$ cat src/rtl/glp_pkg.sv
// Shared types and constants for the gated record/loop player.
// No dependencies; used by every module of the block.

package glp_pkg;

	// default sizing
	localparam int DEPTH_DEF     = 65536;
	localparam int FRAC_BITS_DEF = 16;

	// field widths
	localparam int SAMPLE_W = 16;
	localparam int GATE_W   = 15;
	localparam int RATE_W   = 14;
	localparam int LEN_MV_W = 14;
	localparam int PULSE_W  = 16;

	// stream and config port widths
	localparam int IN_TDATA_W  = 64;
	localparam int OUT_TDATA_W = 24;
	localparam int CFG_IDX_W   = 2;
	localparam int CFG_DATA_W  = 16;

	// scaling divisors: step = rate_mv / 5000, length = (depth-1) * mv / 10000
	localparam int RATE_DIV    = 5000;
	localparam int LEN_DIV     = 10000;
	// extra fraction bits kept in the reciprocal constants
	localparam int RECIP_SHIFT = 16;

	// config reset values
	localparam logic [PULSE_W-1:0]       PULSE_SAMPLES_RST = 16'd48;
	localparam logic signed [GATE_W-1:0] GATE_HIGH_RST     = 15'sd1000;
	localparam logic signed [GATE_W-1:0] GATE_LOW_RST      = 15'sd0;

	// config register indexes
	typedef enum logic [CFG_IDX_W-1:0] {
		CFG_PULSE_SAMPLES = 2'd0,
		CFG_GATE_HIGH_MV  = 2'd1,
		CFG_GATE_LOW_MV   = 2'd2
	} cfg_idx_t;

	// live config values
	typedef struct packed {
		logic [PULSE_W-1:0]       pulse_samples;
		logic signed [GATE_W-1:0] gate_high;
		logic signed [GATE_W-1:0] gate_low;
	} cfg_t;

	// per-request payload carried down the pipe
	typedef struct packed {
		logic signed [SAMPLE_W-1:0] sample;
		logic signed [GATE_W-1:0]   gate;
	} item_t;

	// per-request result status leaving the loop stage
	typedef struct packed {
		logic                rec;
		logic                trig;
		logic                rd_ok;
		logic [SAMPLE_W-1:0] sample;
	} res_t;

endpackage

$ cat src/rtl/glp_loop.sv
// Loop stage: gate trigger, write head, play position, pulse counter.
// Drives the sample memory and holds the s5 result register.
// Depends on glp_pkg.

module glp_loop #(
	parameter int DEPTH     = glp_pkg::DEPTH_DEF,
	parameter int FRAC_BITS = glp_pkg::FRAC_BITS_DEF
) (
	input  logic                             clk,
	input  logic                             arst_n,
	input  logic                             adv,
	input  glp_pkg::cfg_t                    cfg,
	input  logic                             in_valid,
	input  glp_pkg::item_t                   in_item,
	input  logic [FRAC_BITS+1:0]             in_step,
	input  logic [$clog2(DEPTH)-1:0]         in_len,
	input  logic [$clog2(DEPTH)-1:0]         in_dhi,
	output logic                             ram_we,
	output logic                             ram_re,
	output logic [$clog2(DEPTH)-1:0]         ram_addr,
	output logic [glp_pkg::SAMPLE_W-1:0]     ram_wdata,
	output logic                             out_valid,
	output glp_pkg::res_t                    out_res
);

	localparam int A   = $clog2(DEPTH);
	localparam int P_W = A + FRAC_BITS;
	localparam int W   = P_W + 2;

	localparam logic [W-1:0]     SPAN  = W'(DEPTH) << FRAC_BITS;
	localparam logic [P_W:0]     HALF  = (P_W + 1)'(1) << (FRAC_BITS - 1);
	localparam logic [A:0]       DEPTH_X = (A + 1)'(DEPTH);
	localparam logic [A-1:0]     AMAX  = A'(DEPTH - 1);

	// loop state
	logic [A-1:0]                head_q;
	logic [P_W-1:0]              pos_q;
	logic                        gate_on_q;
	logic [glp_pkg::PULSE_W-1:0] pulse_q;
	logic                        wrapped_q;

	// result register
	logic                        v_s5;
	glp_pkg::res_t               res_s5;

	logic                        gate_on_n;
	logic                        fire;
	logic [W-1:0]                pos_w;
	logic [W-1:0]                next_w;
	logic [W-1:0]                head_fx;
	logic                        crossed;
	logic [W-1:0]                jump_w;
	logic [W-1:0]                moved_w;
	logic [P_W-1:0]              pos_play;
	logic [P_W:0]                rnd;
	logic [A:0]                  idx_full;
	logic [A-1:0]                idx;
	logic                        rd_ok;
	logic [A-1:0]                head_inc;
	logic                        head_last;
	logic [glp_pkg::PULSE_W-1:0] pulse_mid;
	logic                        trig;

	assign fire = adv && in_valid;

	// Schmitt trigger on the gate
	always_comb begin
		if (gate_on_q) begin
			gate_on_n = !($signed(in_item.gate) <= $signed(cfg.gate_low));
		end else begin
			gate_on_n = ($signed(in_item.gate) >= $signed(cfg.gate_high));
		end
	end

	// play position advance and loop-back
	assign pos_w   = W'(pos_q);
	assign next_w  = pos_w + W'(in_step);
	assign head_fx = W'(head_q) << FRAC_BITS;
	assign crossed = (next_w > head_fx) && (pos_w <= head_fx);
	// tail minus head is depth-1-length or -length, head cancels out
	assign jump_w  = (in_len > head_q) ? (next_w + (W'(in_dhi) << FRAC_BITS))
	                                   : (next_w - (W'(in_len) << FRAC_BITS));
	assign moved_w = crossed ? jump_w : next_w;
	always_comb begin
		if (moved_w >= SPAN) begin
			pos_play = P_W'(moved_w - SPAN);
		end else begin
			pos_play = moved_w[P_W-1:0];
		end
	end

	// rounded read index, wrapped at depth
	assign rnd      = (P_W + 1)'(pos_q) + HALF;
	assign idx_full = rnd[P_W:FRAC_BITS];
	assign idx      = (idx_full == DEPTH_X) ? '0 : idx_full[A-1:0];
	// unwritten entries read as zero until the head has wrapped once
	assign rd_ok    = wrapped_q || (idx < head_q);

	// write head advance
	assign head_last = (head_q == AMAX);
	assign head_inc  = head_last ? '0 : (head_q + A'(1));

	// trigger pulse
	always_comb begin
		pulse_mid = pulse_q;
		if (gate_on_n && crossed && (pulse_q < cfg.pulse_samples)) begin
			pulse_mid = cfg.pulse_samples;
		end
	end
	assign trig = (pulse_mid != '0);

	// memory request
	assign ram_we    = fire && !gate_on_n;
	assign ram_re    = fire && gate_on_n;
	assign ram_addr  = gate_on_n ? idx : head_q;
	assign ram_wdata = in_item.sample;

	// state update
	always_ff @(posedge clk or negedge arst_n) begin
		if (!arst_n) begin
			head_q    <= '0;
			pos_q     <= '0;
			gate_on_q <= 1'b0;
			pulse_q   <= '0;
			wrapped_q <= 1'b0;
			v_s5      <= 1'b0;
		end else begin
			if (adv) begin
				v_s5 <= in_valid;
			end
			if (fire) begin
				gate_on_q <= gate_on_n;
				pulse_q   <= trig ? (pulse_mid - glp_pkg::PULSE_W'(1)) : '0;
				if (gate_on_n) begin
					pos_q <= pos_play;
				end else begin
					head_q <= head_inc;
					pos_q  <= {head_inc, {FRAC_BITS{1'b0}}};
					if (head_last) begin
						wrapped_q <= 1'b1;
					end
				end
			end
		end
	end

	// result payload
	always_ff @(posedge clk) begin
		if (adv) begin
			res_s5.rec    <= !gate_on_n;
			res_s5.trig   <= trig;
			res_s5.rd_ok  <= rd_ok;
			res_s5.sample <= in_item.sample;
		end
	end

	assign out_valid = v_s5;
	assign out_res   = res_s5;

`ifndef SYNTHESIS
	a_head_range: assert property (@(posedge clk) disable iff (!arst_n)
		head_q <= AMAX)
		else $error("write head beyond depth");

	a_pos_range: assert property (@(posedge clk) disable iff (!arst_n)
		W'(pos_q) < SPAN)
		else $error("play position beyond span");

	a_rec_pos: assert property (@(posedge clk) disable iff (!arst_n)
		(fire && !gate_on_n) |=> (pos_q == {head_q, {FRAC_BITS{1'b0}}}))
		else $error("record did not park play position at head");

	a_wrap_zero: assert property (@(posedge clk) disable iff (!arst_n)
		$rose(wrapped_q) |-> (head_q == '0))
		else $error("fill wrap flag set away from head zero");

	a_gate_on_item: assert property (@(posedge clk) disable iff (!arst_n)
		(gate_on_q != $past(gate_on_q)) |-> $past(fire))
		else $error("gate state changed without a request");
`endif

endmodule

$ cat config.mk
export PLATFORM = sky130hd
export DESIGN_NAME = glp_loop
export DESIGN_NICKNAME = d
export VERILOG_FILES = /design/src/rtl/glp_pkg.sv /design/src/rtl/glp_loop.sv
export SDC_FILE = /design/constraint.sdc
export NUM_CORES = 1
export LEC_CHECK = 0
export ABC_AREA = 1
export BUFFER_PORTS_ARGS = -buffer_cell sky130_fd_sc_hd__buf_2
export CORE_MARGIN = 1
export CORE_UTILIZATION = 63
export CTS_CLUSTER_SIZE = 28
export DETAILED_ROUTE_END_ITERATION = 10
export PLACE_DENSITY = 0.89
export SLEW_MARGIN = 20
export SYNTH_ARGS = -nofsm -noshare
export SYNTH_HDL_FRONTEND = slang
export SYNTH_SLANG_ARGS = --single-unit
$ cat constraint.sdc
create_clock -name clk -period 12.3 [get_ports clk]
set_input_delay 2.46 -clock clk [delete_from_list [all_inputs] [get_ports clk]]
set_output_delay 2.46 -clock clk [all_outputs]
set_load 0.01 [all_outputs]
# ---- After elaboration in Yosys (flattened, before gate mapping)
# Index checks and enable logic that the tools add are counted.
dict set report totals {
  ff_bits 86
  wordCells 50
}
dict set report classes {
  addsub 7
  magnitude_cmp 8
  n_eq_ne 2
  mux 10
  n_bitwise 1
  n_reduce_logical 12
}
# operator count
set ops {}
lappend ops {{$mux W16} 5}
lappend ops {{$mux W34} 2}
lappend ops {{$mux W32} 2}
lappend ops {{$add A33 B32 Y34} 1}
lappend ops {{$ge A34 B33 Y1 const B} 1}
lappend ops {{$sub A33 B32 Y34} 1}
lappend ops {{$add A32 B16 Y33 const B} 1}
lappend ops {{$add A32 B18 Y33} 1}
lappend ops {{$gt A33 B32 Y1} 1}
lappend ops {{$le A32 B32 Y1} 1}
lappend ops {{$lt A16 B16 Y1} 2}
lappend ops {{$sub A32 B1 Y32 const B} 1}
lappend ops {{$eq A17 B17 Y1 const B} 1}
lappend ops {{$add A16 B1 Y16 const B} 1}
lappend ops {{$eq A16 B16 Y1 const B} 1}
lappend ops {{$gt A16 B16 Y1} 1}
lappend ops {{$reduce_bool A16 Y1} 1}
lappend ops {{$sub A16 B1 Y16 const B} 1}
lappend ops {{$ge A15 B15 Y1} 1}
lappend ops {{$le A15 B15 Y1} 1}
lappend ops {{$logic_and A1 B1 Y1} 6}
lappend ops {{$reduce_and A3 Y1} 1}
lappend ops {{$logic_not A1 Y1} 2}
lappend ops {{$reduce_and A2 Y1} 1}
lappend ops {{3 further kinds} 3}

# ---- Depth between registers and ports, before layout
dict set report logic_depth {
  ltp_word 8
  depth_mapped 42
  mapped_depth_nobuf 40
}

# ---- Worst setup path before layout
# No wires, ideal clock.
dict set report synth_path {
  path_type {input to output}
  from {input port cfg[29] (netlist bit)}
  to {output port ram_we}
  t_arrival_ns 4.320
  t_required_ns 9.840
  path_slack_ns 5.520
  cell_stages 14
  path_buffers 1
  cell_sequence {inv_1 ha_1 nand2_1 inv_1 nand3_1 inv_1 a21oi_1 nand2_1 nand2_1 nand3_1 nand2_1 clkinv_1 nor2_1 clkbuf_1}
}
dict set report synth_via {
  elab_chain_cells 4
}
# item line_no
set synth_lines {}
lappend synth_lines {{start, declared} glp_loop.sv:12} ;# input glp_pkg::cfg_t cfg,
lappend synth_lines {{$ge A15 B15 Y1} glp_loop.sv:71} ;# gate_on_n = ($signed(in_item.gate) >= $signed(cfg.gate_high));
lappend synth_lines {{$mux W1} glp_loop.sv:68} ;# if (gate_on_q) begin
lappend synth_lines {{$logic_not A1 Y1} glp_loop.sv:113} ;# assign ram_we = fire && !gate_on_n;
lappend synth_lines {{$logic_and A1 B1 Y1} glp_loop.sv:113}
lappend synth_lines {{end, declared} glp_loop.sv:18} ;# output logic ram_we,
# No other way between the ends.

# ---- Worst setup path in the final report
dict set report layout_path {
  from {input port cfg[29] (netlist bit)}
  to {output port ram_addr[4]}
}
dict set report layout_via {
  elab_chain_cells 3
}
# item line_no
set layout_lines {}
lappend layout_lines {{$ge A15 B15 Y1} glp_loop.sv:71}
lappend layout_lines {{$mux W1} glp_loop.sv:68}
lappend layout_lines {{$mux W16} glp_loop.sv:115} ;# assign ram_addr = gate_on_n ? idx : head_q;
lappend layout_lines {{end, declared} glp_loop.sv:20} ;# output logic [$clog2(DEPTH)-1:0] ram_addr,
# No other way between the ends.

==> results.cfg <==
[pwr]
power.share.switching = 0.566
cell_internal_pwr_mw = 1.30
power-per-cell-area_nw_per_um2 = 261
power.ir.vdd_worst_uv = 173
power_frac_seq = 0.168
leakagePower_nw = 6.24
p_comb_frac = 0.737
power.switching_mw = 1.70
clock_power_share = 0.095

[flow_run]
max_cap_viol_count = 0

[synthesis]
synth_compound_area_frac = 0.126
count_of_different_cell_masters_after_synthesis = 54
post_synthesis_cells = 1486
post_synth_instance_area_um2 = 10200
synth-adder-area-share = 0.181
yosys.area_share.simple = 0.312
yosys.area_share.xor_xnor = 0.0505
postSynth.topFlopCell = sky130_fd_sc_hd__dfrtp_1
synth_top_family_by_area = simple AND/OR/NAND/NOR gates
post_synthesis_mux_area_share = 0
synth_top_area_share = 0.177
seq_area_frac_synth = 0.220
post_synth.cell_area_avg_um2 = 6.89
yosys_warnings = 0
synth_seq_cells = 86
cell_types_occupying_the_most_area_after_synthesis = sky130_fd_sc_hd__ha_1 18%, sky130_fd_sc_hd__dfrtp_1 16%, sky130_fd_sc_hd__nand2_1 14%
synth_top_area_cell = sky130_fd_sc_hd__ha_1
number_of_synthesized_flops_with_an_enable_pin = 19
postSynthNetCount = 1764
async_flop_share = 0.779

[route]
detailroute.via_count = 10588
antenna_left = 0
route.layer.met1.wl_mm = 12.1
met2_wirelength_mm = 13.1
routedWlPerCell_um = 15.1
detail_route.first_pass.iterations = 6
routed_length_on_met3_mm = 1.93
drt-vias-per-instance = 5.69
wl_mm = 28.1
remaining_drc_errors = 0
highest-signal-layer = met4
detailedRoute.firstIterationViolations = 1063

[timing]
maxSlewViolCount = 0
setup_tns_after_final_layout_ns = 0
fmax_mhz = 129
worst_clk_skew_ns = 0.00934
post-route-min-period_ns = 7.73
rsz0062_at_grt = no
hold-worst-slack_ns = 0.472
tightestPinTransition_ns = 1.04
setup-violations-final = 0
hold_viol_final = 0
fin_crit_sh = 0.628
slew_headroom = 0.304

[worst_setup_path]
worst-endpoint-arrival_ns = 5.27
startpoint_type = input pin
worstPathMaxFanout = 34
cpMostUsedCell = sky130_fd_sc_hd__nand2_1
slowest_delay_ns = 0.67
worstPathBufferInverterCount = 6
crit_slowest_cell = sky130_fd_sc_hd__o21ai_0
cp-end-kind = primary output
endpoint_of_the_worst_register_to_register_path = pulse_q[1]
worst-r2r-setup-slack_ns = 6.55
reg2reg_depth = 36
critical-path-top-delay-family = buffers and inverters
worst-endpoint-required_ns = 9.84
timing.critical_path.cells = buf_2 -> inv_1 -> ha_1 -> nand2_1 -> inv_1 -> nand3_1 -> inv_1 -> a21oi_1 -> nand2_1 -> nand2_1 -> nand3_1 -> nand2_1 -> clkinv_1 -> o21ai_0 -> buf_2
timing.setup.critical_path_class = input pin to primary output
reg2reg_from = pos_q[7]

[finish]
commonest_non_fill_non_tap_cell_in_the_layout = sky130_fd_sc_hd__nand2_1
area_delta_synth_final_pct = 12.2
num-fill-cells = 1341
antennaDiodeCount = 0
most-common-layout-cells = 380 x sky130_fd_sc_hd__nand2_1, 216 x sky130_fd_sc_hd__inv_1, 184 x sky130_fd_sc_hd__buf_2
layout_cell_share_with_drive_strength_beyond_1 = 0.170
finalCoreUtilization = 0.722
finish.net_count = 1918

[global_routing]
number_of_antenna_violations_at_the_first_check_in_global_routing = 0
grt.total_usage = 0.341
first_pass_grt_wire_length_mm = 45.5
first_global_vias = 9959
overflow = 0
grt_max_degree = 68

[floorplan]
horizontal_die_dimension_um = 129
fp.dieArea_um2 = 16800
floorplan.die.height_um = 129
core_area_um2 = 15900
core.rowCount = 46
io-pin-count = 185
initial_utilization = 0.644

[outcome]
outcome = finished clean

[cts]
resized_cells_post_cts = 0
clk_root_buffer_cell = sky130_fd_sc_hd__clkbuf_16
cts_setup_buffers = 0
cts-buffers-inserted = 9
cts-htree-levels = 3
clock-sinks = 86
cts.clk_slew.worst_paths_ns = 0.07
number_of_buffers_inserted_for_hold_repair_after_clock_tree_synthesis = 0
number_of_buffers_on_the_longest_clock_path = 2
worst_skew_pair.late_latency_ns = 0.36
cts_tree = done

[place]
post-dp-hpwl_mm = 22.2
port_buffers = 184
globalplace.congestion = 0.966

[min_path]
hold_path.class = flip-flop to flip-flop
hold_path.startpoint = wrapped_q
holdPathStages = 2
holdPathEnd = wrapped_q
-- power by group through the flow --
stage               combinational, mW  clock (mW)  sequential [mW]
global placement                 2.07           0            0.499
finish                           2.21       0.285            0.504
floorplan                        1.67           0            0.464
global route                     2.48       0.295            0.512
CTS                              2.16       0.285            0.497
detailed placement               2.14           0            0.501
-- cells by family after synthesis --
kind of cell / Yosys count
AO/OA/AOI/OAI: 223
XOR/XNOR: 59
adder cells (fa/ha/maj): 147
buffers and inverters: 271
flip-flops: 86
AND/OR/NAND/NOR: 700
-- flip-flops by register name, indices dropped and copies added (netlist names) --
register,cells
pos_q,32
pulse_q,16
gate_on_q,1
out_valid,1
out_res,19
head_q,16
wrapped_q,1
-- through the flow --
| stage | instances | area [µm²] | worst slack [ns] | total power [mW] |
|---|---|---|---|---|
| floorplan | 1486 | 10200 | 5.52 | 2.14 |
| global placement | 1845 | 11200 | 4.71 | 2.57 |
| detailed placement | 1845 | 11200 | 4.54 | 2.64 |
| CTS | 1861 | 11500 | 4.64 | 2.94 |
| global route | 1861 | 11500 | 4.26 | 3.28 |
| finish | 1861 | 11500 | 4.57 | 2.99 |
-- Yosys cell counts (3+ instances only) --
cell type	instances
sky130_fd_sc_hd__nand3b_1	5
sky130_fd_sc_hd__buf_2	4
sky130_fd_sc_hd__nand3_1	76
sky130_fd_sc_hd__nor2_4	5
sky130_fd_sc_hd__inv_2	4
sky130_fd_sc_hd__nand2_1	380
sky130_fd_sc_hd__clkbuf_1	21
sky130_fd_sc_hd__nor2_1	91
sky130_fd_sc_hd__o221ai_1	3
sky130_fd_sc_hd__nand2_2	32
sky130_fd_sc_hd__nand3_2	13
sky130_fd_sc_hd__o21ai_0	96
sky130_fd_sc_hd__a21o_1	3
sky130_fd_sc_hd__a211oi_1	5
sky130_fd_sc_hd__buf_6	5
sky130_fd_sc_hd__nor2_2	5
sky130_fd_sc_hd__xnor2_1	10
sky130_fd_sc_hd__edfxtp_1	19
sky130_fd_sc_hd__nor4_1	9
sky130_fd_sc_hd__a21oi_1	70
sky130_fd_sc_hd__o22ai_1	5
sky130_fd_sc_hd__a21boi_0	3
sky130_fd_sc_hd__buf_4	17
sky130_fd_sc_hd__nor3_1	24
sky130_fd_sc_hd__dfrtp_1	67
sky130_fd_sc_hd__o211ai_1	19
sky130_fd_sc_hd__inv_1	216
sky130_fd_sc_hd__ha_1	145
sky130_fd_sc_hd__nand4_1	49
sky130_fd_sc_hd__clkinv_1	3
sky130_fd_sc_hd__a22o_1	3
sky130_fd_sc_hd__xor2_1	49
-- worst register-to-register path: cells and delay by family, from the launching register on --
| family | cells | cell delay, ns |
|---|---|---|
| flops | 1 | 0.43 |
| fa+ha+maj | 3 | 0.91 |
| compound gates | 3 | 0.44 |
| xor+xnor | 1 | 0.22 |
| simple gates | 29 | 3.67 |
-- how the worst max path moves through the flow --
| stage | start | end | slack, ns | cells after the start |
|---|---|---|---|---|
| 4_1_cts | cfg[29] | ram_addr[4] | 4.64 | 15 |
| 2_1_floorplan | cfg[29] | ram_we | 5.52 | 14 |
| 3_3_place_gp | cfg[29] | ram_addr[5] | 4.71 | 15 |
| 6_report | cfg[29] | ram_addr[4] | 4.57 | 15 |
| 3_5_place_dp | in_step[0] | pulse_q[4] | 4.54 | 40 |
| 5_1_grt | cfg[29] | ram_addr[4] | 4.26 | 15 |
-- metal layers --
metal  vias up  GRT usage
met5         -          0
met4         0      0.136
met3        90     0.0400
met2       492      0.581
met1      4783      0.440
li1       5223          -
-- layout make-up --
| type | instances | area (µm²) | share of cell area |
|---|---|---|---|
| inverters | 223 | 837 | 0.0729 |
| well taps | 216 | 270 | 0.0235 |
| clock buffers | 10 | 233 | 0.0203 |
| multi-input cells | 1129 | 6850 | 0.597 |
| flip-flops and latches | 86 | 2250 | 0.196 |
| repair buffers | 191 | 973 | 0.0848 |
| clock inverters | 6 | 65.1 | 0.00567 |
(Power assumes the default switching activity.)
