### src/rtl/glp_pkg.sv
// Shared types and constants for the gated record/loop player.
// No dependencies; used by every module of the block.

package glp_pkg;

	// default sizing
	localparam int DEPTH_DEF     = 65536;
	localparam int FRAC_BITS_DEF = 16;

	// field widths
	localparam int SAMPLE_W = 16;
	localparam int GATE_W   = 15;
	localparam int RATE_W   = 14;
	localparam int LEN_MV_W = 14;
	localparam int PULSE_W  = 16;

	// stream and config port widths
	localparam int IN_TDATA_W  = 64;
	localparam int OUT_TDATA_W = 24;
	localparam int CFG_IDX_W   = 2;
	localparam int CFG_DATA_W  = 16;

	// scaling divisors: step = rate_mv / 5000, length = (depth-1) * mv / 10000
	localparam int RATE_DIV    = 5000;
	localparam int LEN_DIV     = 10000;
	// extra fraction bits kept in the reciprocal constants
	localparam int RECIP_SHIFT = 16;

	// config reset values
	localparam logic [PULSE_W-1:0]       PULSE_SAMPLES_RST = 16'd48;
	localparam logic signed [GATE_W-1:0] GATE_HIGH_RST     = 15'sd1000;
	localparam logic signed [GATE_W-1:0] GATE_LOW_RST      = 15'sd0;

	// config register indexes
	typedef enum logic [CFG_IDX_W-1:0] {
		CFG_PULSE_SAMPLES = 2'd0,
		CFG_GATE_HIGH_MV  = 2'd1,
		CFG_GATE_LOW_MV   = 2'd2
	} cfg_idx_t;

	// live config values
	typedef struct packed {
		logic [PULSE_W-1:0]       pulse_samples;
		logic signed [GATE_W-1:0] gate_high;
		logic signed [GATE_W-1:0] gate_low;
	} cfg_t;

	// per-request payload carried down the pipe
	typedef struct packed {
		logic signed [SAMPLE_W-1:0] sample;
		logic signed [GATE_W-1:0]   gate;
	} item_t;

	// per-request result status leaving the loop stage
	typedef struct packed {
		logic                rec;
		logic                trig;
		logic                rd_ok;
		logic [SAMPLE_W-1:0] sample;
	} res_t;

endpackage

### src/rtl/glp_scale.sv
// Pipelined scaling of rate and length controls (stages s1..s4).
// Constant divisions done by reciprocal multiply plus one correction step.
// Depends on glp_pkg.

module glp_scale #(
	parameter int DEPTH     = glp_pkg::DEPTH_DEF,
	parameter int FRAC_BITS = glp_pkg::FRAC_BITS_DEF
) (
	input  logic                            clk,
	input  logic                            arst_n,
	input  logic                            adv,
	input  logic                            in_valid,
	input  glp_pkg::item_t                  in_item,
	input  logic [glp_pkg::RATE_W-1:0]      in_rate,
	input  logic [glp_pkg::LEN_MV_W-1:0]    in_len_mv,
	output logic                            out_valid,
	output glp_pkg::item_t                  out_item,
	output logic [FRAC_BITS+1:0]            out_step,
	output logic [$clog2(DEPTH)-1:0]        out_len,
	output logic [$clog2(DEPTH)-1:0]        out_dhi
);

	localparam int A       = $clog2(DEPTH);
	localparam int STEP_W  = FRAC_BITS + 2;
	localparam int SR_W    = FRAC_BITS + 4;
	localparam int RPROD_W = glp_pkg::RATE_W + SR_W;
	localparam int NUM_W   = FRAC_BITS + 15;
	localparam int LR_W    = A + 3;
	localparam int LPROD_W = glp_pkg::LEN_MV_W + LR_W;
	localparam int QL_W    = A + 1;
	localparam int LNUM_W  = A + 15;

	localparam logic [63:0] STEP_RECIP =
		(64'd1 << (FRAC_BITS + glp_pkg::RECIP_SHIFT)) / 64'(glp_pkg::RATE_DIV);
	localparam logic [63:0] LEN_RECIP =
		(64'(DEPTH - 1) << glp_pkg::RECIP_SHIFT) / 64'(glp_pkg::LEN_DIV);

	localparam logic [NUM_W-1:0]  RDIV = NUM_W'(glp_pkg::RATE_DIV);
	localparam logic [LNUM_W-1:0] LDIV = LNUM_W'(glp_pkg::LEN_DIV);
	localparam logic [QL_W-1:0]   LMAX = QL_W'(DEPTH - 1);
	localparam logic [A-1:0]      AMAX = A'(DEPTH - 1);

	// s1: reciprocal products
	logic                         v_s1;
	glp_pkg::item_t               item_s1;
	logic [glp_pkg::RATE_W-1:0]   rate_s1;
	logic [RPROD_W-1:0]           rprod_s1;
	logic [LPROD_W-1:0]           lprod_s1;
	logic [LNUM_W-1:0]            lexact_s1;

	// s2: estimates and back-products
	logic                         v_s2;
	glp_pkg::item_t               item_s2;
	logic [NUM_W-1:0]             rnum_s2;
	logic [STEP_W-1:0]            qs_s2;
	logic [NUM_W-1:0]             qsprod_s2;
	logic [QL_W-1:0]              ql_s2;
	logic [LNUM_W-1:0]            qlprod_s2;
	logic [LNUM_W-1:0]            lexact_s2;

	// s3: corrected quotients
	logic                         v_s3;
	glp_pkg::item_t               item_s3;
	logic [STEP_W-1:0]            step_s3;
	logic [QL_W-1:0]              len_s3;

	// s4: saturated length and jump distance
	logic                         v_s4;
	glp_pkg::item_t               item_s4;
	logic [STEP_W-1:0]            step_s4;
	logic [A-1:0]                 len_s4;
	logic [A-1:0]                 dhi_s4;

	logic [STEP_W-1:0]            qs_d;
	logic [QL_W-1:0]              ql_d;
	logic [NUM_W-1:0]             rrem_d;
	logic [LNUM_W-1:0]            lrem_d;
	logic [A-1:0]                 len_sat_d;

	// estimates drop the reciprocal fraction bits
	assign qs_d = rprod_s1[glp_pkg::RECIP_SHIFT +: STEP_W];
	assign ql_d = lprod_s1[glp_pkg::RECIP_SHIFT +: QL_W];

	// remainders against the estimates
	assign rrem_d = rnum_s2 - qsprod_s2;
	assign lrem_d = lexact_s2 - qlprod_s2;

	// length clamps at depth-1
	assign len_sat_d = (len_s3 > LMAX) ? AMAX : len_s3[A-1:0];

	// valid chain
	always_ff @(posedge clk or negedge arst_n) begin
		if (!arst_n) begin
			v_s1 <= 1'b0;
			v_s2 <= 1'b0;
			v_s3 <= 1'b0;
			v_s4 <= 1'b0;
		end else if (adv) begin
			v_s1 <= in_valid;
			v_s2 <= v_s1;
			v_s3 <= v_s2;
			v_s4 <= v_s3;
		end
	end

	// datapath stages
	always_ff @(posedge clk) begin
		if (adv) begin
			item_s1   <= in_item;
			rate_s1   <= in_rate;
			rprod_s1  <= RPROD_W'(in_rate) * RPROD_W'(STEP_RECIP);
			lprod_s1  <= LPROD_W'(in_len_mv) * LPROD_W'(LEN_RECIP);
			lexact_s1 <= LNUM_W'(in_len_mv) * LNUM_W'(DEPTH - 1);

			item_s2   <= item_s1;
			rnum_s2   <= NUM_W'(rate_s1) << FRAC_BITS;
			qs_s2     <= qs_d;
			qsprod_s2 <= NUM_W'(qs_d) * RDIV;
			ql_s2     <= ql_d;
			qlprod_s2 <= LNUM_W'(ql_d) * LDIV;
			lexact_s2 <= lexact_s1;

			item_s3   <= item_s2;
			step_s3   <= qs_s2 + STEP_W'(rrem_d >= RDIV);
			len_s3    <= ql_s2 + QL_W'(lrem_d >= LDIV);

			item_s4   <= item_s3;
			step_s4   <= step_s3;
			len_s4    <= len_sat_d;
			dhi_s4    <= AMAX - len_sat_d;
		end
	end

	assign out_valid = v_s4;
	assign out_item  = item_s4;
	assign out_step  = step_s4;
	assign out_len   = len_s4;
	assign out_dhi   = dhi_s4;

endmodule

### config.mk
export PLATFORM = sky130hd
export DESIGN_NAME = glp_scale
export DESIGN_NICKNAME = d
export VERILOG_FILES = /design/src/rtl/glp_pkg.sv /design/src/rtl/glp_scale.sv
export SDC_FILE = /design/constraint.sdc
export NUM_CORES = 1
export LEC_CHECK = 0
export BUFFER_PORTS_ARGS = -buffer_cell sky130_fd_sc_hd__buf_2
export CAP_MARGIN = 20
export CORE_ASPECT_RATIO = 1.25
export CORE_MARGIN = 2
export CORE_UTILIZATION = 37
export CTS_CLUSTER_SIZE = 16
export DETAILED_ROUTE_END_ITERATION = 8
export SLEW_MARGIN = 0
export SYNTH_ARGS = -nofsm -noshare
export SYNTH_HDL_FRONTEND = slang
export SYNTH_SLANG_ARGS = --single-unit
### constraint.sdc
create_clock -name clk -period 5 [get_ports clk]
set_input_delay 0.25 -clock clk [delete_from_list [all_inputs] [get_ports clk]]
set_output_delay 0.25 -clock clk [all_outputs]
set_load 0.02 [all_outputs]
* Yosys cells after proc, flatten, opt, wreduce, memory -nomap -nowiden
Index checks and enable logic that the tools add are counted.
Widths: inputs -> output; s select.
** Word-level totals
- Register bits :: 457
- Latch bits :: 0
- Memory bits (writable) :: 0
- Bits in read-only memories :: 0
- Logic and storage cells :: 41
- Memories kept :: 0
** Cells by class
- Add/sub/neg operators :: 5
- Multiply operators :: 5
- Div/mod/pow operators :: 0
- Magnitude comparators :: 3
- Equality and inequality tests :: 0
- Shifts and indexed selects :: 0
- Mux-type cells :: 1
- Bitwise gates (word level) :: 0
- Reductions and logical operators :: 0
** Operators with widths (number)
- $sub 30x31->31 :: 2
- $mul 14x20->34 const B :: 1
- $mul 14x18->32 const B :: 1
- $ge 31x13->1 const B :: 1
- $ge 31x14->1 const B :: 1
- $mul 14x16->30 const B :: 1
- $mul 18x10->28 const B :: 1
- $mul 17x10->27 const B :: 1
- $add 18x1->18 :: 1
- $add 17x1->17 :: 1
- $gt 17x16->1 const B :: 1
- $mux 16 :: 1
- $sub 16x16->16 const A :: 1

* Logic depth before layout (Yosys ltp)
Gate-level depths: netlist (run 1).
- Depth in word-level cells :: 3
- Depth in mapped cells :: 25
- Mapped depth without buffers :: 24

* Least setup slack after synthesis (run 1)
OpenSTA, ideal clock, no wires.
- Kind :: in2reg
- Start point :: in in_len_mv[8] in the netlist's numbering
- End point :: reg lexact_s1[27], data pin
- Library setup time :: 0.258 ns
- Arrival time :: 5.497 ns
- Data required time :: 4.742 ns
- Slack :: -0.755 ns
- Stages :: 25
- Path buffers :: 2
- Cells stage by stage :: inv_1 > fa_1 > clkbuf_1 > xnor2_1 > ha_1 > a21oi_1 > xnor2_1 > ha_1 > clkbuf_1 > xor2_1 > fa_1 > inv_1 > fa_1 > inv_1 > ha_1 > a21o_1 > a21oi_1 > o21ai_0 > or3_1 > o211ai_1 > a21o_1 > nand3_1 > a21o_1 > a21oi_1 > xnor2_1
** Between the ends
- Word-level cells in the longest chain between the ends :: 1
** Ends and longest elaborated chain
- start: declaration :: line glp_scale.sv:15 : input logic [glp_pkg::LEN_MV_W-1:0] in_len_mv,
- $mul 14x16->30 :: line glp_scale.sv:113 : lexact_s1 <= LNUM_W'(in_len_mv) * LNUM_W'(DEPTH - 1);
- end signal: assignment :: line glp_scale.sv:113
- end: declaration :: line glp_scale.sv:49 : logic [LNUM_W-1:0] lexact_s1;
Every way passes these cells.
A chain may end at the register's enable or synchronous reset.

* Worst setup path after layout (run 1)
- Start point :: in in_len_mv[12] in the netlist's numbering
- End point :: reg lexact_s1[27], data pin
The elaborated chain is that of the path after synthesis.

==> flow_summary.yaml, run 1 <==
setup_path:
  critPathLaunchType: "input pin"
  critical-path-max-stage-delay_ns: 0.60
  worstPathRequired_ns: 5.32
  worst_ep_arrival_time_ns: 5.30
  path_class: "in -> reg"
  cp-end-kind: "flop"
  cpMaxStageDelayCell: "sky130_fd_sc_hd__fa_2"
  worstRegToRegCells: 20
  worstPathMaxFanout: 3
  crit_path_cell_trace: "buf_2, fa_2, inv_2, fa_1, inv_2, fa_2, ha_4, xnor2_2, fa_1, fa_1, inv_2, ha_4, and4_4, nand4_1, or3_1, nand3_2, o211ai_1, buf_4, a21o_1, nand3_2, a21o_1, a21oi_2, xnor2_1"
logic_synthesis:
  yosysWarnings: 0
  synth_top_area_share_pct: 37.1
  synth.cell_area_mm2: 0.0329
  synth_sequential_area_ratio_pct: 37.4
  syn_inst: 2764
  yosysTopAreaCell: "sky130_fd_sc_hd__edfxtp_1"
  synth.net_count: 3650
  biggest_area_contributors_in_the_synthesized_netlist: "sky130_fd_sc_hd__edfxtp_1 37%, sky130_fd_sc_hd__ha_1 20%, sky130_fd_sc_hd__fa_1 18%"
  synthArstFlopShare_pct: 0.976
  synth_flop_cell: "sky130_fd_sc_hd__edfxtp_1"
  synth-edff-count: 406
  yosys.cell_types.count: 71
  synthesis.area_per_instance_um2: 11.9
  synth_seq_cells: 410
floorplanning:
  boundaryPins: 145
  die-area_mm2: 0.0913
  floorplan.die.height_um: 337
  coreArea_mm2: 0.0884
  core.rowCount: 122
  initial_utilization_pct: 37.2
  chipWidth_um: 271
global_route:
  groute.layer.met3.usage_pct: 1.68
  use_met2_pct: 26.9
  gr-usage-met1_pct: 18.1
  grt_first_pass_wirelength_um: 107000
  antenna_violations_before_repair: 0
  global_route.peak_usage_layer: "met2"
  grt_pass1_vias: 21300
  grt_start_max_net_pins: 124
  grt_use_total_pct: 14.7
  grt_overflow: 0
sta:
  finalCriticalPeriod_ns: 4.99
  final-max-slew-violation-count: 0
  maxSlewHeadroom_pct: 47.5
  finalHoldViolations: 0
  worst_clock_skew_ns: 0.0254
  timing.fmax_mhz: 201
  period_share_pct: 99.7
  timing.final.setup_violations: 0
  grt_setup_unrepaired: "true"
  transition_time_at_the_pin_with_the_least_slew_margin_ns: 0.787
  setup_tns_ns: 0
run:
  timing.max_cap.violations: 0
finish:
  diodes: 0
  layout-area-overhead-vs-synth_pct: 23.4
  nNetsFinal: 4225
  ratio_of_cells_with_drive_above_1_in_the_final_layout_pct: 22.6
  final_cell_mix: "649 x sky130_fd_sc_hd__inv_1, 485 x sky130_fd_sc_hd__ha_1, 406 x sky130_fd_sc_hd__edfxtp_1"
  layout_commonest_cell: "sky130_fd_sc_hd__inv_1"
clock_network:
  h-tree-depth: 2
  clkTransAtPathRegs_ns: 0.07
  clock_tree_from_tritoncts: "done"
  worstSkewPairLatency_ns: 0.58
  clock_sink_count: 410
  clockBufferDepth: 3
  ctsRootBufferMaster: "sky130_fd_sc_hd__clkbuf_16"
  cts-buffers-inserted: 41
run_status:
  outcome: "finished clean"
detailed_routing:
  dr_total_vias: 20600
  routedWlPerCell_um: 14.4
  drtIter0Drc: 910
  vias_per_cell: 4.53
  postRouteAntennaNets: 0
  first_pass_iters: 8
  drc: 0
  routed_wirelength_um: 65700
hold_path:
  hold_class: "in -> reg"
  hold_path_depth: 2
placed_design:
  detail_placement_hpwl_um: 54600
  io_buffer_count: 144
  place.gp.congestion: 0.881
[synthesized netlist by cell type (10+ instances only)]
cell / n
sky130_fd_sc_hd__inv_1: 665
sky130_fd_sc_hd__ha_1: 526
sky130_fd_sc_hd__edfxtp_1: 406
sky130_fd_sc_hd__fa_1: 297
sky130_fd_sc_hd__xnor2_1: 120
sky130_fd_sc_hd__a21oi_1: 103
sky130_fd_sc_hd__nor2_1: 84
sky130_fd_sc_hd__nand2_1: 62
sky130_fd_sc_hd__xor2_1: 56
sky130_fd_sc_hd__a21o_1: 47
sky130_fd_sc_hd__nand3_1: 43
sky130_fd_sc_hd__o21ai_0: 42
sky130_fd_sc_hd__nor3_1: 31
sky130_fd_sc_hd__nor2b_1: 22
sky130_fd_sc_hd__or2_2: 22
sky130_fd_sc_hd__o21a_1: 19
sky130_fd_sc_hd__and3_1: 16
sky130_fd_sc_hd__nand2b_1: 16
sky130_fd_sc_hd__nand4_1: 15
sky130_fd_sc_hd__a31oi_1: 14
sky130_fd_sc_hd__or3_1: 14
sky130_fd_sc_hd__o21bai_1: 13
sky130_fd_sc_hd__o21ai_1: 11
sky130_fd_sc_hd__a211oi_1: 10
sky130_fd_sc_hd__o211ai_1: 10
[stage by stage]
| stage | setup slack (ns) | hold slack [ns] | util [%] | std cells | cell area, um2 |
|---|---|---|---|---|---|
| 5_1_grt | -0.186 | 0.0165 | 45.9 | 4549 | 40600 |
| 4_1_cts | 0.0000555 | 0.0141 | 45.0 | 4514 | 39700 |
| 3_3_place_gp | -0.701 | 0.0563 | 43.0 | 4403 | 38000 |
| 3_5_place_dp | -0.775 | 0.0606 | 43.0 | 4403 | 38000 |
| 2_1_floorplan | -0.378 | -0.0456 | - | 2764 | 33300 |
| 6_report | 0.0143 | 0.0441 | 45.9 | 4549 | 40600 |
[kinds of logic after synthesis]
| family | count (synthesis) | share of synthesized area (%) |
|---|---|---|
| fa+ha+maj | 824 | 38.1 |
| buf+inv | 670 | 7.65 |
| flops | 410 | 37.4 |
| simple gates | 354 | 5.49 |
| compound gates | 322 | 6.41 |
| xor+xnor | 176 | 4.69 |
| mux | 8 | 0.259 |
[worst max-delay path, delay by kind of cell]
kind	cells	cell delay (ns)
xor gates and xnor gates	2	0.25
buffers and inverters	5	0.45
adders and majority gates	7	3.10
AOI/OAI and AO/OA	4	0.44
and+or+nand+nor	5	0.79
[state kept, by name (all words and copies together) (netlist names), 17 cells and up]
register	cells
ql_s2	17
qlprod_s2	23
out_step	18
lprod_s1	17
item_s3	31
item_s1	31
rprod_s1	18
qsprod_s2	24
lexact_s1	26
len_s3	17
item_s2	31
step_s3	18
qs_s2	18
lexact_s2	26
out_item	31
[area by class of cell]
type,instances,area [um2]
Clock buffer,44,1040
Clock inverter,31,299
Fill cell,8107,47800
Inverter,665,2500
Multi-Input combinational cell,1684,19100
Sequential cell,410,12300
Tap cell,1178,1470
Timing Repair Buffer,537,3900
[what timing repair did]
item,in CTS,in global routing
setup endpoints to repair,7,41
endpoints found under the hold margin,36,1
gates resized for setup,17,122
pin swaps,24,88
setup buffers,2,34
hold buffers,34,1
gates cloned,0,0
[path summary, 6_finish.rpt]
| kind | slack [ns] | from | end |
|---|---|---|---|
| min reg2reg | 0.41 | lexact_s1[12] | lexact_s2[12] |
| max | 0.01 | in_len_mv[12] | lexact_s1[27] |
| min | 0.04 | in_rate[12] | rate_s1[12] |
| max in group asynchronous | 4.23 | arst_n | v_s1 |
| min in group asynchronous | 0.58 | arst_n | out_valid |
| max reg2reg | 0.19 | lprod_s1[23] | qlprod_s2[30] |
[per-layer routing]
layer / wire, um / share of wire [%]
met1: 28600 / 44
met2: 33400 / 51
met3: 1780 / 2.7
met4: 1870 / 2.8
met5: 0 / 0
Power of run 1 is left out: the tool's default activity adds up to more than one toggle a clock period on the data nets, which glitch-free logic cannot reach.
==> run 2: changes to the inputs <==
--- a/config.mk
+++ b/config.mk
@@ -8,7 +8,7 @@
 export BUFFER_PORTS_ARGS = -buffer_cell sky130_fd_sc_hd__buf_2
 export CAP_MARGIN = 20
 export CORE_ASPECT_RATIO = 1.25
-export CORE_MARGIN = 2
+export CORE_MARGIN = 8
 export CORE_UTILIZATION = 37
 export CTS_CLUSTER_SIZE = 16
 export DETAILED_ROUTE_END_ITERATION = 8
==> run 2 against run 1 <==
Against the previous run: the flow now finishes with violations (setup timing); critical endpoint unchanged; first-iteration DRC count down 24%; die area up 8.1%; via count down 0.27%; flip-flop and latch count unchanged; critical path type unchanged; largest cell class unchanged; clock-buffer cell count up 2.
==> flow_summary.yaml, run 2 (synthesis gave the netlist of run 1 again) <==
setup_path:
  rr_startpoint: "rprod_s1[21]"
  cpMaxStageDelayCell: "sky130_fd_sc_hd__fa_2"
  timing.reg2reg.setup_slack_ns: 0.18
  cp.buffers_inverters: 7
  worstRegToRegCells: 22
  worstPathMaxFanout: 3
  worstReg2RegEnd: "qsprod_s2[30]"
  cp-end-kind: "flop"
  critical-path-max-stage-delay_ns: 0.63
  path_class: "in -> reg"
  critPathTopFamily: "adder cells"
  timing.critical_path.mode_cell: "sky130_fd_sc_hd__a21o_1"
  worstSetupStartpoint: "in_len_mv[2]"
  worstPathRequired_ns: 5.31
  worstSetupEndpoint: "lexact_s1[27]"
  critPathLaunchType: "input pin"
  worst_ep_arrival_time_ns: 5.35
  cp.depth: 25
sta:
  timing.fmax_mhz: 198
  period_share_pct: 101
  finalHoldViolations: 0
  transition_time_at_the_pin_with_the_least_slew_margin_ns: 0.835
  setup_tns_ns: -0.0923
  worst_clock_skew_ns: 0.0105
  timing.hold.ws_ns: 0.0598
  finalCriticalPeriod_ns: 5.04
  setup_ws_ns: -0.0396
  maxSlewHeadroom_pct: 44.4
  timing.final.setup_violations: 3
  final-max-slew-violation-count: 0
  grt_setup_unrepaired: "true"
placed_design:
  detail_placement_hpwl_um: 55700
  place.gp.congestion: 0.885
  io_buffer_count: 144
floorplanning:
  boundaryPins: 145
  coreArea_mm2: 0.0884
  initial_utilization_pct: 37.2
  chipWidth_um: 283
  die-area_mm2: 0.0987
  core.rowCount: 122
  floorplan.die.height_um: 349
detailed_routing:
  postRouteAntennaNets: 0
  route.met2.wl_um: 34100
  met3_wl_post_dr_um: 2090
  dr_total_vias: 20600
  routed_wirelength_um: 67400
  vias_per_cell: 4.53
  drtIter0Drc: 694
  first_pass_iters: 5
  routed.top_layer: "met4"
  routedWlPerCell_um: 14.8
  drt-met1-wl_um: 29400
  drc: 0
finish:
  diodes: 0
  fillerInstances: 8085
  postLayoutCoreUtil_pct: 46.1
  ratio_of_cells_with_drive_above_1_in_the_final_layout_pct: 22.7
  area_of_the_multi_input_gates_mm2: 0.0192
  nNetsFinal: 4217
  final_cell_mix: "643 x sky130_fd_sc_hd__inv_1, 481 x sky130_fd_sc_hd__ha_1, 406 x sky130_fd_sc_hd__edfxtp_1"
  layout_commonest_cell: "sky130_fd_sc_hd__inv_1"
  layout-area-overhead-vs-synth_pct: 24.0
  seqCellArea_mm2: 0.0123
run_status:
  outcome: "complete, but fails checks"
  failed_checks: "setup timing"
clock_network:
  cts-buffers-inserted: 40
  clockBufferDepth: 3
  worstSkewPairLatency_ns: 0.57
  clkTransAtPathRegs_ns: 0.06
  clock_sink_count: 410
  h-tree-depth: 2
  ctsRootBufferMaster: "sky130_fd_sc_hd__clkbuf_16"
  clock_tree_from_tritoncts: "done"
hold_path:
  hold_path_depth: 2
  hold_class: "in -> reg"
global_route:
  grt_start_max_net_pins: 140
  antenna_violations_before_repair: 0
  grt_use_total_pct: 13.8
  grt_first_pass_wirelength_um: 110000
  grt_pass1_vias: 21600
  grt_overflow: 0
run:
  timing.max_cap.violations: 0
-- run 2: changes by cell type in the layout (fill, tap and decap cells not counted), sizes merged --
cell	previous run	this run
clkinv	16	15
dlygate4sd3	35	36
buf	499	491
clkbuf	47	49
inv	672	665
bufinv	3	8
clkinvlp	5	4
-- run 2: cell type report --
class | count | share of cell area, %
Clock buffer | 46 | 2.51
Clock inverter | 27 | 0.973
Inverter | 665 | 6.14
Multi-Input combinational cell | 1684 | 47.0
Sequential cell | 410 | 30.2
Tap cell | 1178 | 3.62
Timing Repair Buffer | 530 | 9.56
-- run 2: stage by stage --
| stage | setup slack [ns] | cells | cell area, um2 |
|---|---|---|---|
| final | -0.0396 | 4540 | 40800 |
| after global routing | -0.233 | 4540 | 40800 |
| after CTS | -0.0911 | 4510 | 39900 |
| after detailed placement | -0.824 | 4400 | 38000 |
| after global placement | -0.750 | 4400 | 38000 |
| after floorplan | -0.378 | 2764 | 33300 |
-- run 2: per-layer routing --
metal,track usage [%],vias up
met5,0,-
met3,1.51,87
met4,3.70,0
li1,-,10400
met1,17.0,9842
met2,25.2,264
-- run 2: timing repair --
item / 4_1_cts / 5_1_grt
hold buffers: 34 / 2
hold endpoints to repair: 36 / 2
gates cloned: 0 / 0
endpoints found under the setup margin: 10 / 40
pin swaps: 27 / 94
buffers inserted: 3 / 30
resized for setup: 23 / 139
-- run 2: how the worst min path moves through the flow --
stage                    start          to  slack [ns]
finish              in_rate[4]  rate_s1[4]        0.06
global route        in_rate[4]  rate_s1[4]        0.03
CTS                 in_rate[3]  rate_s1[3]        0.01
detailed placement      arst_n        v_s1        0.06
global placement        arst_n        v_s1        0.06
floorplan               arst_n   out_valid       -0.05
Power of run 2 is left out for the same reason.
